**src/sv/rptdm_pkg.sv**
```systemverilog
`timescale 1ns / 1ps
`default_nettype none

package rptdm_pkg;

  localparam int WidthW = 16;
  localparam int SpeedW = 17;
  localparam int DriveW = 8;

  localparam logic [15:0] TimerPeriodRst = 16'd65535;
  localparam logic [15:0] PulseMinRst    = 16'd800;
  localparam logic [15:0] PulseMaxRst    = 16'd2200;
  localparam logic [7:0]  DeadBandRst    = 8'd15;

  localparam logic [15:0] GuardHi = 16'd1530;
  localparam logic [15:0] GuardLo = 16'd1470;
  localparam logic [15:0] LowRef  = 16'd1000;

  localparam logic signed [SpeedW-1:0] SpeedOffset = 17'sd255;

  // Reciprocal of 470 scaled by 2**33, exact for dividends below 2**24.
  localparam logic [24:0] Recip470      = 25'd18276457;
  localparam int          Recip470Shift = 33;

  // 127 times the reciprocal of 255 scaled by 2**24, exact for inputs up to 510.
  localparam logic [22:0] DriveScale = 23'd8355838;
  localparam int          DriveShift = 24;

  typedef enum logic [1:0] {
    REG_TIMER_PERIOD = 2'd0,
    REG_PULSE_MIN    = 2'd1,
    REG_PULSE_MAX    = 2'd2,
    REG_DEAD_BAND    = 2'd3
  } cfg_reg_t;

  typedef enum logic {
    ACTION_CAPTURE = 1'b0,
    ACTION_TICK    = 1'b1
  } action_t;

  typedef struct packed {
    logic [15:0] timer_period;
    logic [15:0] pulse_min_valid;
    logic [15:0] pulse_max_valid;
    logic [7:0]  dead_band;
  } cfg_t;

endpackage

`default_nettype wire

```
**src/sv/rptdm_cfg.sv**
```systemverilog
`timescale 1ns / 1ps
`default_nettype none

module rptdm_cfg
  import rptdm_pkg::*;
(
  input  wire logic        clk,
  input  wire logic        rst_n,
  input  wire logic        cfg_we,
  input  wire logic [1:0]  cfg_index,
  input  wire logic [15:0] cfg_wdata,
  output cfg_t             cfg
);

  cfg_t cfg_r;

  assign cfg = cfg_r;

  always_ff @(posedge clk) begin
    if (!rst_n) begin
      cfg_r.timer_period    <= TimerPeriodRst;
      cfg_r.pulse_min_valid <= PulseMinRst;
      cfg_r.pulse_max_valid <= PulseMaxRst;
      cfg_r.dead_band       <= DeadBandRst;
    end else if (cfg_we) begin
      unique case (cfg_reg_t'(cfg_index))
        REG_TIMER_PERIOD: cfg_r.timer_period    <= cfg_wdata;
        REG_PULSE_MIN:    cfg_r.pulse_min_valid <= cfg_wdata;
        REG_PULSE_MAX:    cfg_r.pulse_max_valid <= cfg_wdata;
        REG_DEAD_BAND:    cfg_r.dead_band       <= cfg_wdata[7:0];
        default: ;
      endcase
    end
  end

endmodule

`default_nettype wire

```
**src/sv/rptdm_capture.sv**
```systemverilog
`timescale 1ns / 1ps
`default_nettype none

module rptdm_capture
  import rptdm_pkg::*;
(
  input  wire logic              clk,
  input  wire logic              rst_n,
  input  wire logic [15:0]       timer_period,
  input  wire logic              in_valid,
  output logic                   in_stall,
  input  wire logic              in_action,
  input  wire logic              in_capture_channel,
  input  wire logic [15:0]       in_capture_time,
  output logic                   tick_valid,
  input  wire logic              tick_stall,
  output logic [WidthW-1:0]      steer_width,
  output logic [WidthW-1:0]      throttle_width
);

  logic              s1_valid_r;
  action_t           s1_action_r;
  logic              s1_ch_r;
  logic [15:0]       s1_time_r;

  logic [15:0]       rise_r [2];
  logic [1:0]        await_r;
  logic [WidthW-1:0] width_r [2];

  logic              cap_fire;
  logic [15:0]       rise_sel;
  logic [WidthW-1:0] width_nxt;

  assign tick_valid = s1_valid_r && (s1_action_r == ACTION_TICK);
  assign in_stall   = tick_valid && tick_stall;
  assign cap_fire   = s1_valid_r && (s1_action_r == ACTION_CAPTURE);

  assign steer_width    = width_r[0];
  assign throttle_width = width_r[1];

  // A falling edge below the rising stamp means the timer rolled over.
  always_comb begin
    rise_sel = rise_r[s1_ch_r];
    if (s1_time_r >= rise_sel) begin
      width_nxt = s1_time_r - rise_sel;
    end else begin
      width_nxt = timer_period - rise_sel + s1_time_r;
    end
  end

  always_ff @(posedge clk) begin
    if (!rst_n) begin
      s1_valid_r <= 1'b0;
    end else if (!in_stall) begin
      s1_valid_r <= in_valid;
    end
  end

  always_ff @(posedge clk) begin
    if (!in_stall) begin
      s1_action_r <= action_t'(in_action);
      s1_ch_r     <= in_capture_channel;
      s1_time_r   <= in_capture_time;
    end
  end

  always_ff @(posedge clk) begin
    if (!rst_n) begin
      rise_r  <= '{default: '0};
      width_r <= '{default: '0};
      await_r <= '0;
    end else if (cap_fire) begin
      if (!await_r[s1_ch_r]) begin
        rise_r[s1_ch_r]  <= s1_time_r;
        await_r[s1_ch_r] <= 1'b1;
      end else begin
        width_r[s1_ch_r] <= width_nxt;
        await_r[s1_ch_r] <= 1'b0;
      end
    end
  end

endmodule

`default_nettype wire

```
**src/sv/rptdm_speed.sv**
```systemverilog
`timescale 1ns / 1ps
`default_nettype none

module rptdm_speed
  import rptdm_pkg::*;
(
  input  wire cfg_t                cfg,
  input  wire logic [WidthW-1:0]   width,
  output logic signed [SpeedW-1:0] speed
);

  logic        in_window;
  logic        above;
  logic        below;
  logic [15:0] mag;
  logic [23:0] scaled;
  logic [48:0] prod;
  logic [15:0] quot;
  logic signed [SpeedW-1:0] quot_s;

  assign in_window = (width >= cfg.pulse_min_valid) && (width <= cfg.pulse_max_valid);
  assign above     = width > GuardHi;
  assign below     = width < GuardLo;

  always_comb begin
    if (above) begin
      mag = width - GuardHi;
    end else if (width >= LowRef) begin
      mag = width - LowRef;
    end else begin
      mag = LowRef - width;
    end
  end

  assign scaled = ({8'd0, mag} << 8) - {8'd0, mag};
  assign prod   = 49'(scaled) * 49'(Recip470);
  assign quot   = prod[Recip470Shift +: 16];
  assign quot_s = signed'({1'b0, quot});

  always_comb begin
    if (!in_window) begin
      speed = '0;
    end else if (above) begin
      speed = quot_s;
    end else if (below) begin
      if (width >= LowRef) begin
        speed = quot_s - SpeedOffset;
      end else begin
        speed = -quot_s - SpeedOffset;
      end
    end else begin
      speed = '0;
    end
  end

endmodule

`default_nettype wire

```
**src/sv/rptdm_mix.sv**
```systemverilog
`timescale 1ns / 1ps
`default_nettype none

module rptdm_mix
  import rptdm_pkg::*;
(
  input  wire logic                     clk,
  input  wire logic                     rst_n,
  input  wire logic [7:0]               dead_band,
  input  wire logic                     tick_valid,
  output logic                          tick_stall,
  input  wire logic signed [SpeedW-1:0] steer_speed,
  input  wire logic signed [SpeedW-1:0] throttle_speed,
  output logic                          out_valid,
  input  wire logic                     out_stall,
  output logic [DriveW-1:0]             out_left_drive,
  output logic [DriveW-1:0]             out_right_drive
);

  localparam logic signed [17:0] MixLimit = 18'sd255;

  logic                     s2_valid_r;
  logic signed [SpeedW-1:0] steer_r;
  logic signed [SpeedW-1:0] throttle_r;
  logic                     out_valid_r;
  logic [DriveW-1:0]        left_r;
  logic [DriveW-1:0]        right_r;

  logic                     adv_out;
  logic signed [SpeedW-1:0] steer_db;
  logic signed [SpeedW-1:0] throttle_db;
  logic signed [17:0]       left_mix;
  logic signed [17:0]       right_mix;
  logic [DriveW-1:0]        left_nxt;
  logic [DriveW-1:0]        right_nxt;

  function automatic logic signed [SpeedW-1:0] deadband_f(
    input logic signed [SpeedW-1:0] s,
    input logic [7:0]               d
  );
    logic [SpeedW-1:0] mag;
    mag = s[SpeedW-1] ? SpeedW'(-s) : SpeedW'(s);
    if (mag < {{(SpeedW-8){1'b0}}, d}) begin
      return '0;
    end
    return s;
  endfunction

  function automatic logic [DriveW-1:0] drive_f(input logic signed [17:0] m);
    logic signed [17:0] c;
    logic [17:0]        biased;
    logic [31:0]        prod;
    if (m > MixLimit) begin
      c = MixLimit;
    end else if (m < -MixLimit) begin
      c = -MixLimit;
    end else begin
      c = m;
    end
    biased = 18'(c + MixLimit);
    prod   = 32'(biased[8:0]) * 32'(DriveScale);
    return prod[DriveShift +: DriveW];
  endfunction

  assign adv_out         = !out_valid_r || !out_stall;
  assign tick_stall      = s2_valid_r && !adv_out;
  assign out_valid       = out_valid_r;
  assign out_left_drive  = left_r;
  assign out_right_drive = right_r;

  assign steer_db    = deadband_f(steer_r, dead_band);
  assign throttle_db = deadband_f(throttle_r, dead_band);
  assign left_mix    = 18'(throttle_db) - 18'(steer_db);
  assign right_mix   = 18'(throttle_db) + 18'(steer_db);
  assign left_nxt    = drive_f(left_mix);
  assign right_nxt   = drive_f(right_mix);

  always_ff @(posedge clk) begin
    if (!rst_n) begin
      s2_valid_r  <= 1'b0;
      out_valid_r <= 1'b0;
    end else begin
      if (!tick_stall) begin
        s2_valid_r <= tick_valid;
      end
      if (adv_out) begin
        out_valid_r <= s2_valid_r;
      end
    end
  end

  always_ff @(posedge clk) begin
    if (!tick_stall && tick_valid) begin
      steer_r    <= steer_speed;
      throttle_r <= throttle_speed;
    end
    if (adv_out && s2_valid_r) begin
      left_r  <= left_nxt;
      right_r <= right_nxt;
    end
  end

endmodule

`default_nettype wire

```
**src/sv/rc_pulse_tank_drive_mixer.sv**
```systemverilog
`timescale 1ns / 1ps
`default_nettype none

// Differential drive mixer for two RC receiver channels.
// The input channel carries edge captures (action 0) for steering (channel 0)
// or throttle (channel 1), and frame ticks (action 1). Captures alternate
// rising and falling per channel; a falling capture stores the pulse width.
// Each tick produces one output transaction with the left and right wheel
// commands (0..254, 127 stopped); captures produce none.
// Throughput is one input transaction per cycle while in_stall is low. A tick
// moves from the input register, where the widths are mapped to speeds by one
// reciprocal multiplier per channel, to the mixing stage, where a second
// multiplier per wheel rescales the clamped mix, and on to the output register.
// When the receiver stalls, the result holds in the output register while one
// more tick waits in the mixing stage; further captures keep flowing until a
// tick reaches the input register, which then stalls the input side.
// Reset clears the pipeline, all channel state and loads the register defaults.
// The configuration port writes one register per enabled cycle; the user must
// write only while idle, as the block itself does not enforce it.

module rc_pulse_tank_drive_mixer
  import rptdm_pkg::*;
(
  input  wire logic              clk,
  input  wire logic              rst_n,
  input  wire logic              cfg_we,
  input  wire logic [1:0]        cfg_index,
  input  wire logic [15:0]       cfg_wdata,
  input  wire logic              in_valid,
  output logic                   in_stall,
  input  wire logic              in_action,
  input  wire logic              in_capture_channel,
  input  wire logic [15:0]       in_capture_time,
  output logic                   out_valid,
  input  wire logic              out_stall,
  output logic [DriveW-1:0]      out_left_drive,
  output logic [DriveW-1:0]      out_right_drive
);

  cfg_t                     cfg;
  logic                     tick_valid;
  logic                     tick_stall;
  logic [WidthW-1:0]        steer_width;
  logic [WidthW-1:0]        throttle_width;
  logic signed [SpeedW-1:0] steer_speed;
  logic signed [SpeedW-1:0] throttle_speed;

  rptdm_cfg u_cfg (
    .clk       (clk),
    .rst_n     (rst_n),
    .cfg_we    (cfg_we),
    .cfg_index (cfg_index),
    .cfg_wdata (cfg_wdata),
    .cfg       (cfg)
  );

  rptdm_capture u_capture (
    .clk                (clk),
    .rst_n              (rst_n),
    .timer_period       (cfg.timer_period),
    .in_valid           (in_valid),
    .in_stall           (in_stall),
    .in_action          (in_action),
    .in_capture_channel (in_capture_channel),
    .in_capture_time    (in_capture_time),
    .tick_valid         (tick_valid),
    .tick_stall         (tick_stall),
    .steer_width        (steer_width),
    .throttle_width     (throttle_width)
  );

  rptdm_speed u_speed_steer (
    .cfg   (cfg),
    .width (steer_width),
    .speed (steer_speed)
  );

  rptdm_speed u_speed_throttle (
    .cfg   (cfg),
    .width (throttle_width),
    .speed (throttle_speed)
  );

  rptdm_mix u_mix (
    .clk             (clk),
    .rst_n           (rst_n),
    .dead_band       (cfg.dead_band),
    .tick_valid      (tick_valid),
    .tick_stall      (tick_stall),
    .steer_speed     (steer_speed),
    .throttle_speed  (throttle_speed),
    .out_valid       (out_valid),
    .out_stall       (out_stall),
    .out_left_drive  (out_left_drive),
    .out_right_drive (out_right_drive)
  );

endmodule

`default_nettype wire

```
**config.mk**
```make
export PLATFORM = sky130hd
export DESIGN_NAME = rc_pulse_tank_drive_mixer
export DESIGN_NICKNAME = d
export VERILOG_FILES = /design/src/sv/rptdm_pkg.sv /design/src/sv/rptdm_cfg.sv /design/src/sv/rptdm_capture.sv /design/src/sv/rptdm_speed.sv /design/src/sv/rptdm_mix.sv /design/src/sv/rc_pulse_tank_drive_mixer.sv
export SDC_FILE = /design/constraint.sdc
export NUM_CORES = 2
export LEC_CHECK = 0
export ABC_CLOCK_PERIOD_IN_PS = 12500
export BUFFER_PORTS_ARGS = -buffer_cell sky130_fd_sc_hd__buf_2
export CAP_MARGIN = 20
export CORE_ASPECT_RATIO = 0.6
export CORE_MARGIN = 4
export CORE_UTILIZATION = 26
export CTS_CLUSTER_SIZE = 14
export DETAILED_ROUTE_END_ITERATION = 10
export PLACE_DENSITY = 0.41
export SLEW_MARGIN = 30
export SYNTH_ARGS = -nofsm -noshare
export SYNTH_HDL_FRONTEND = slang
export SYNTH_SLANG_ARGS = --single-unit
```
**constraint.sdc**
```tcl
create_clock -name clk -period 12.5 [get_ports clk]
set_clock_uncertainty 0.2 [all_clocks]
set_input_delay 1.25 -clock clk [delete_from_list [all_inputs] [get_ports clk]]
set_output_delay 1.25 -clock clk [all_outputs]
set_load 0.005 [all_outputs]
```
==> impl_summary.log <==
INFO  metric status = completed
INFO  metric ctsRootBufferMaster = sky130_fd_sc_hd__clkbuf_16
INFO  metric worst-endpoint-arrival = 12.13 ns
INFO  metric type_of_origin_of_the_critical_path = register
INFO  metric via_count_of_the_first_global_routing_pass = 35200
INFO  metric max_freq = 83.1 MHz
INFO  metric tritoncts = done
INFO  metric worst-endpoint-required = 12.60 ns
INFO  metric synth_flop_cell = sky130_fd_sc_hd__dfxtp_1
INFO  metric design.die.area = 172000 um2
INFO  metric seq_area_frac_synth = 0.106
INFO  metric grt-ovfl-total = 0
INFO  metric report.final.slew_viol_count = 0
INFO  metric drv_cap = 0
INFO  metric routed_wire_length_per_instance = 19.5 um
INFO  metric synth_seq_cells = 193
INFO  metric crit_path_max_incr_delay = 0.65 ns
INFO  metric grt_max_degree = 59
INFO  metric io-pin-count = 59
INFO  metric clock_sink_count = 193
INFO  metric detailedPlacementHpwl = 126000 um
INFO  metric yosys_top_cell_by_area = sky130_fd_sc_hd__ha_1
INFO  metric die-height = 323 um
INFO  metric final.period_utilization = 0.962
INFO  metric drt-total-wl = 145000 um
INFO  metric clk_pin_slew_worst_paths = 0.09 ns
INFO  metric final_antenna_net_count = 0
INFO  metric worst_setup_path_end_kind = register
INFO  metric synth.net_count = 6306
INFO  metric ys_async_sr_fraction = 0
INFO  metric timing.slew.headroom = 0.363
INFO  metric clockBufferDepth = 2
INFO  metric dr_total_vias = 35800
INFO  metric path_max_fanout = 8
INFO  metric setup_tns = 0 ns
INFO  metric num_rows = 115
INFO  metric yosys_warnings = 0
INFO  metric portBuffers = 58
INFO  metric synth_most_common_cell = sky130_fd_sc_hd__inv_1
INFO  metric timing.final.crit_period = 12.03 ns
INFO  metric remaining_drc_errors = 0
INFO  metric worstMarginPinSlew = 0.948 ns
INFO  metric initial_utilization = 0.262
INFO  metric syn-instance-count = 4992
INFO  metric die_width = 532 um
INFO  metric syn_avg_cell_area = 8.60 um2
INFO  metric nFillCells = 17400
INFO  metric yosysTopAreaCellShare = 0.229
INFO  metric final_nets = 6567
INFO  metric synthesis.area = 42900 um2
INFO  metric worstSkewPairLatency = 0.53 ns
INFO  metric routed_via_density = 4.82
INFO  metric place.gp.congestion = 0.858
INFO  metric count_of_flip_flops_with_a_built_in_enable_after_synthesis = 68
INFO  metric synth_cell_type_count = 96
INFO  metric timing.setup.critical_path_class = reg -> reg
INFO  metric hold_buffers = 0
INFO  metric yosys-top-cells-area = sky130_fd_sc_hd__ha_1, sky130_fd_sc_hd__fa_1, sky130_fd_sc_hd__inv_1
INFO  metric setup-violations-final = 0
INFO  metric synth.top_cells.by_count = sky130_fd_sc_hd__inv_1, sky130_fd_sc_hd__ha_1, sky130_fd_sc_hd__fa_1
INFO  metric antenna_found_initial = 1
INFO  metric min_path_type = reg -> reg
INFO  metric grt_first_pass_wirelength = 221000 um
INFO  metric cts-htree-levels = 4
INFO  metric number_of_clock_buffers_inserted_by_tritoncts = 17
INFO  metric groute.usage.overall = 0.167
INFO  metric critical_path.slowest_cell = sky130_fd_sc_hd__or4_4
INFO  metric final_hold_viol_count = 0
INFO  metric drt_first_iter_violations = 2796
INFO  metric core_area = 164000 um2
INFO  metric post_route_cells_drive_above_1_share = 0.104
INFO  metric layout-area-overhead-vs-synth = 14.0%
INFO  metric drt-pass1-iter-count = 5
INFO  metric most_frequent_cp_cell = sky130_fd_sc_hd__a21oi_1
## critical path, delay by kind of cell (launching register included)
family	cells	cell delay (ns)
fa+ha+maj	9	3.95
mux	1	0.37
buf+inv	4	0.49
compound gates	13	2.55
flops	1	0.42
simple gates	9	3.36
xor+xnor	2	0.45
## cells in the final DEF (no fill, tap or decap), drive strengths merged, types with 37 or more instances in the layout
master,count
fa,486
o21ai,196
nand2,383
nor4,37
ha,787
and2,49
o211ai,49
a211oi,55
xnor2,123
o21a,42
nor2b,64
nor2,250
nor3,81
edfxtp,68
nand3,86
xor2,75
nand4,70
inv,927
a21o,102
a21oi,301
and3,48
dfxtp,125
buf,363
nand2b,47
## layout make-up
type | count | area [um2] | share of cell area
Antenna cell | 1 | 2.50 | 0.0000512
Clock buffer | 17 | 425 | 0.00870
Clock inverter | 15 | 224 | 0.00458
Inverter | 918 | 3460 | 0.0707
Multi-Input combinational cell | 3760 | 34900 | 0.714
Sequential cell | 193 | 4550 | 0.0931
Tap cell | 2164 | 2710 | 0.0554
Timing Repair Buffer | 363 | 2620 | 0.0535
## routing by layer
layer,global-route usage,share of wire
met2,0.211,0.35
met5,0,0
met4,0.0189,0.0074
met1,0.286,0.58
met3,0.0313,0.063
## cell families (layout without fill, tap and decap cells)
family,after synthesis,in the layout,share of synthesized area
AOI/OAI and AO/OA,1002,1002,0.153
xor gates and xnor gates,198,198,0.0406
adders and majority gates,1273,1273,0.456
buffers and inverters,1039,1313,0.0912
DFF,193,193,0.106
muxes,44,44,0.0105
other,0,1,0
and+or+nand+nor,1243,1243,0.143
## per-stage QoR
step / area [um2] / utilization / std cells / hold WS [ns] / worst slack, ns
after floorplan: 42900 / - / 4992 / 0.233 / 0.211
after global placement: 47700 / 0.291 / 7383 / 0.240 / 0.0674
after detailed placement: 47700 / 0.291 / 7383 / 0.245 / 0.199
after CTS: 48300 / 0.295 / 7415 / 0.259 / 0.0934
after global routing: 48900 / 0.298 / 7430 / 0.278 / -0.0961
final: 48900 / 0.298 / 7431 / 0.257 / 0.474
## registers in the layout, indices dropped and copies added (netlist names), named ones only
register and count:
u_mix.out_right_drive 8, u_capture.s1_valid_r 1, u_capture.rise_r 32, u_cfg.cfg 56, u_capture.s1_action_r 1, u_mix.s2_valid_r 1, u_mix.throttle_r 17, u_mix.out_valid 1
u_capture.steer_width 16, u_mix.steer_r 17, u_capture.s1_ch_r 1, u_mix.out_left_drive 8, u_capture.s1_time_r 16, u_capture.throttle_width 16
## final timing paths
kind,start,endpoint,slack (ns),depth (start not counted)
worst min register to register,u_capture.rise_r[8],u_capture.rise_r[8],0.26,2
worst max-delay path,u_capture.steer_width[12],u_mix.steer_r[9],0.47,38
worst max register to register,u_capture.steer_width[12],u_mix.steer_r[9],0.47,38
worst min-delay path,u_capture.rise_r[8],u_capture.rise_r[8],0.26,2
## repair_timing
item	4_1_cts	5_1_grt
gates resized for setup	0	106
buffers inserted	0	14
setup endpoints to repair	0	43
Power is not shown: default switching activity piles up to over one toggle a cycle in this logic, so the estimate is an artifact.
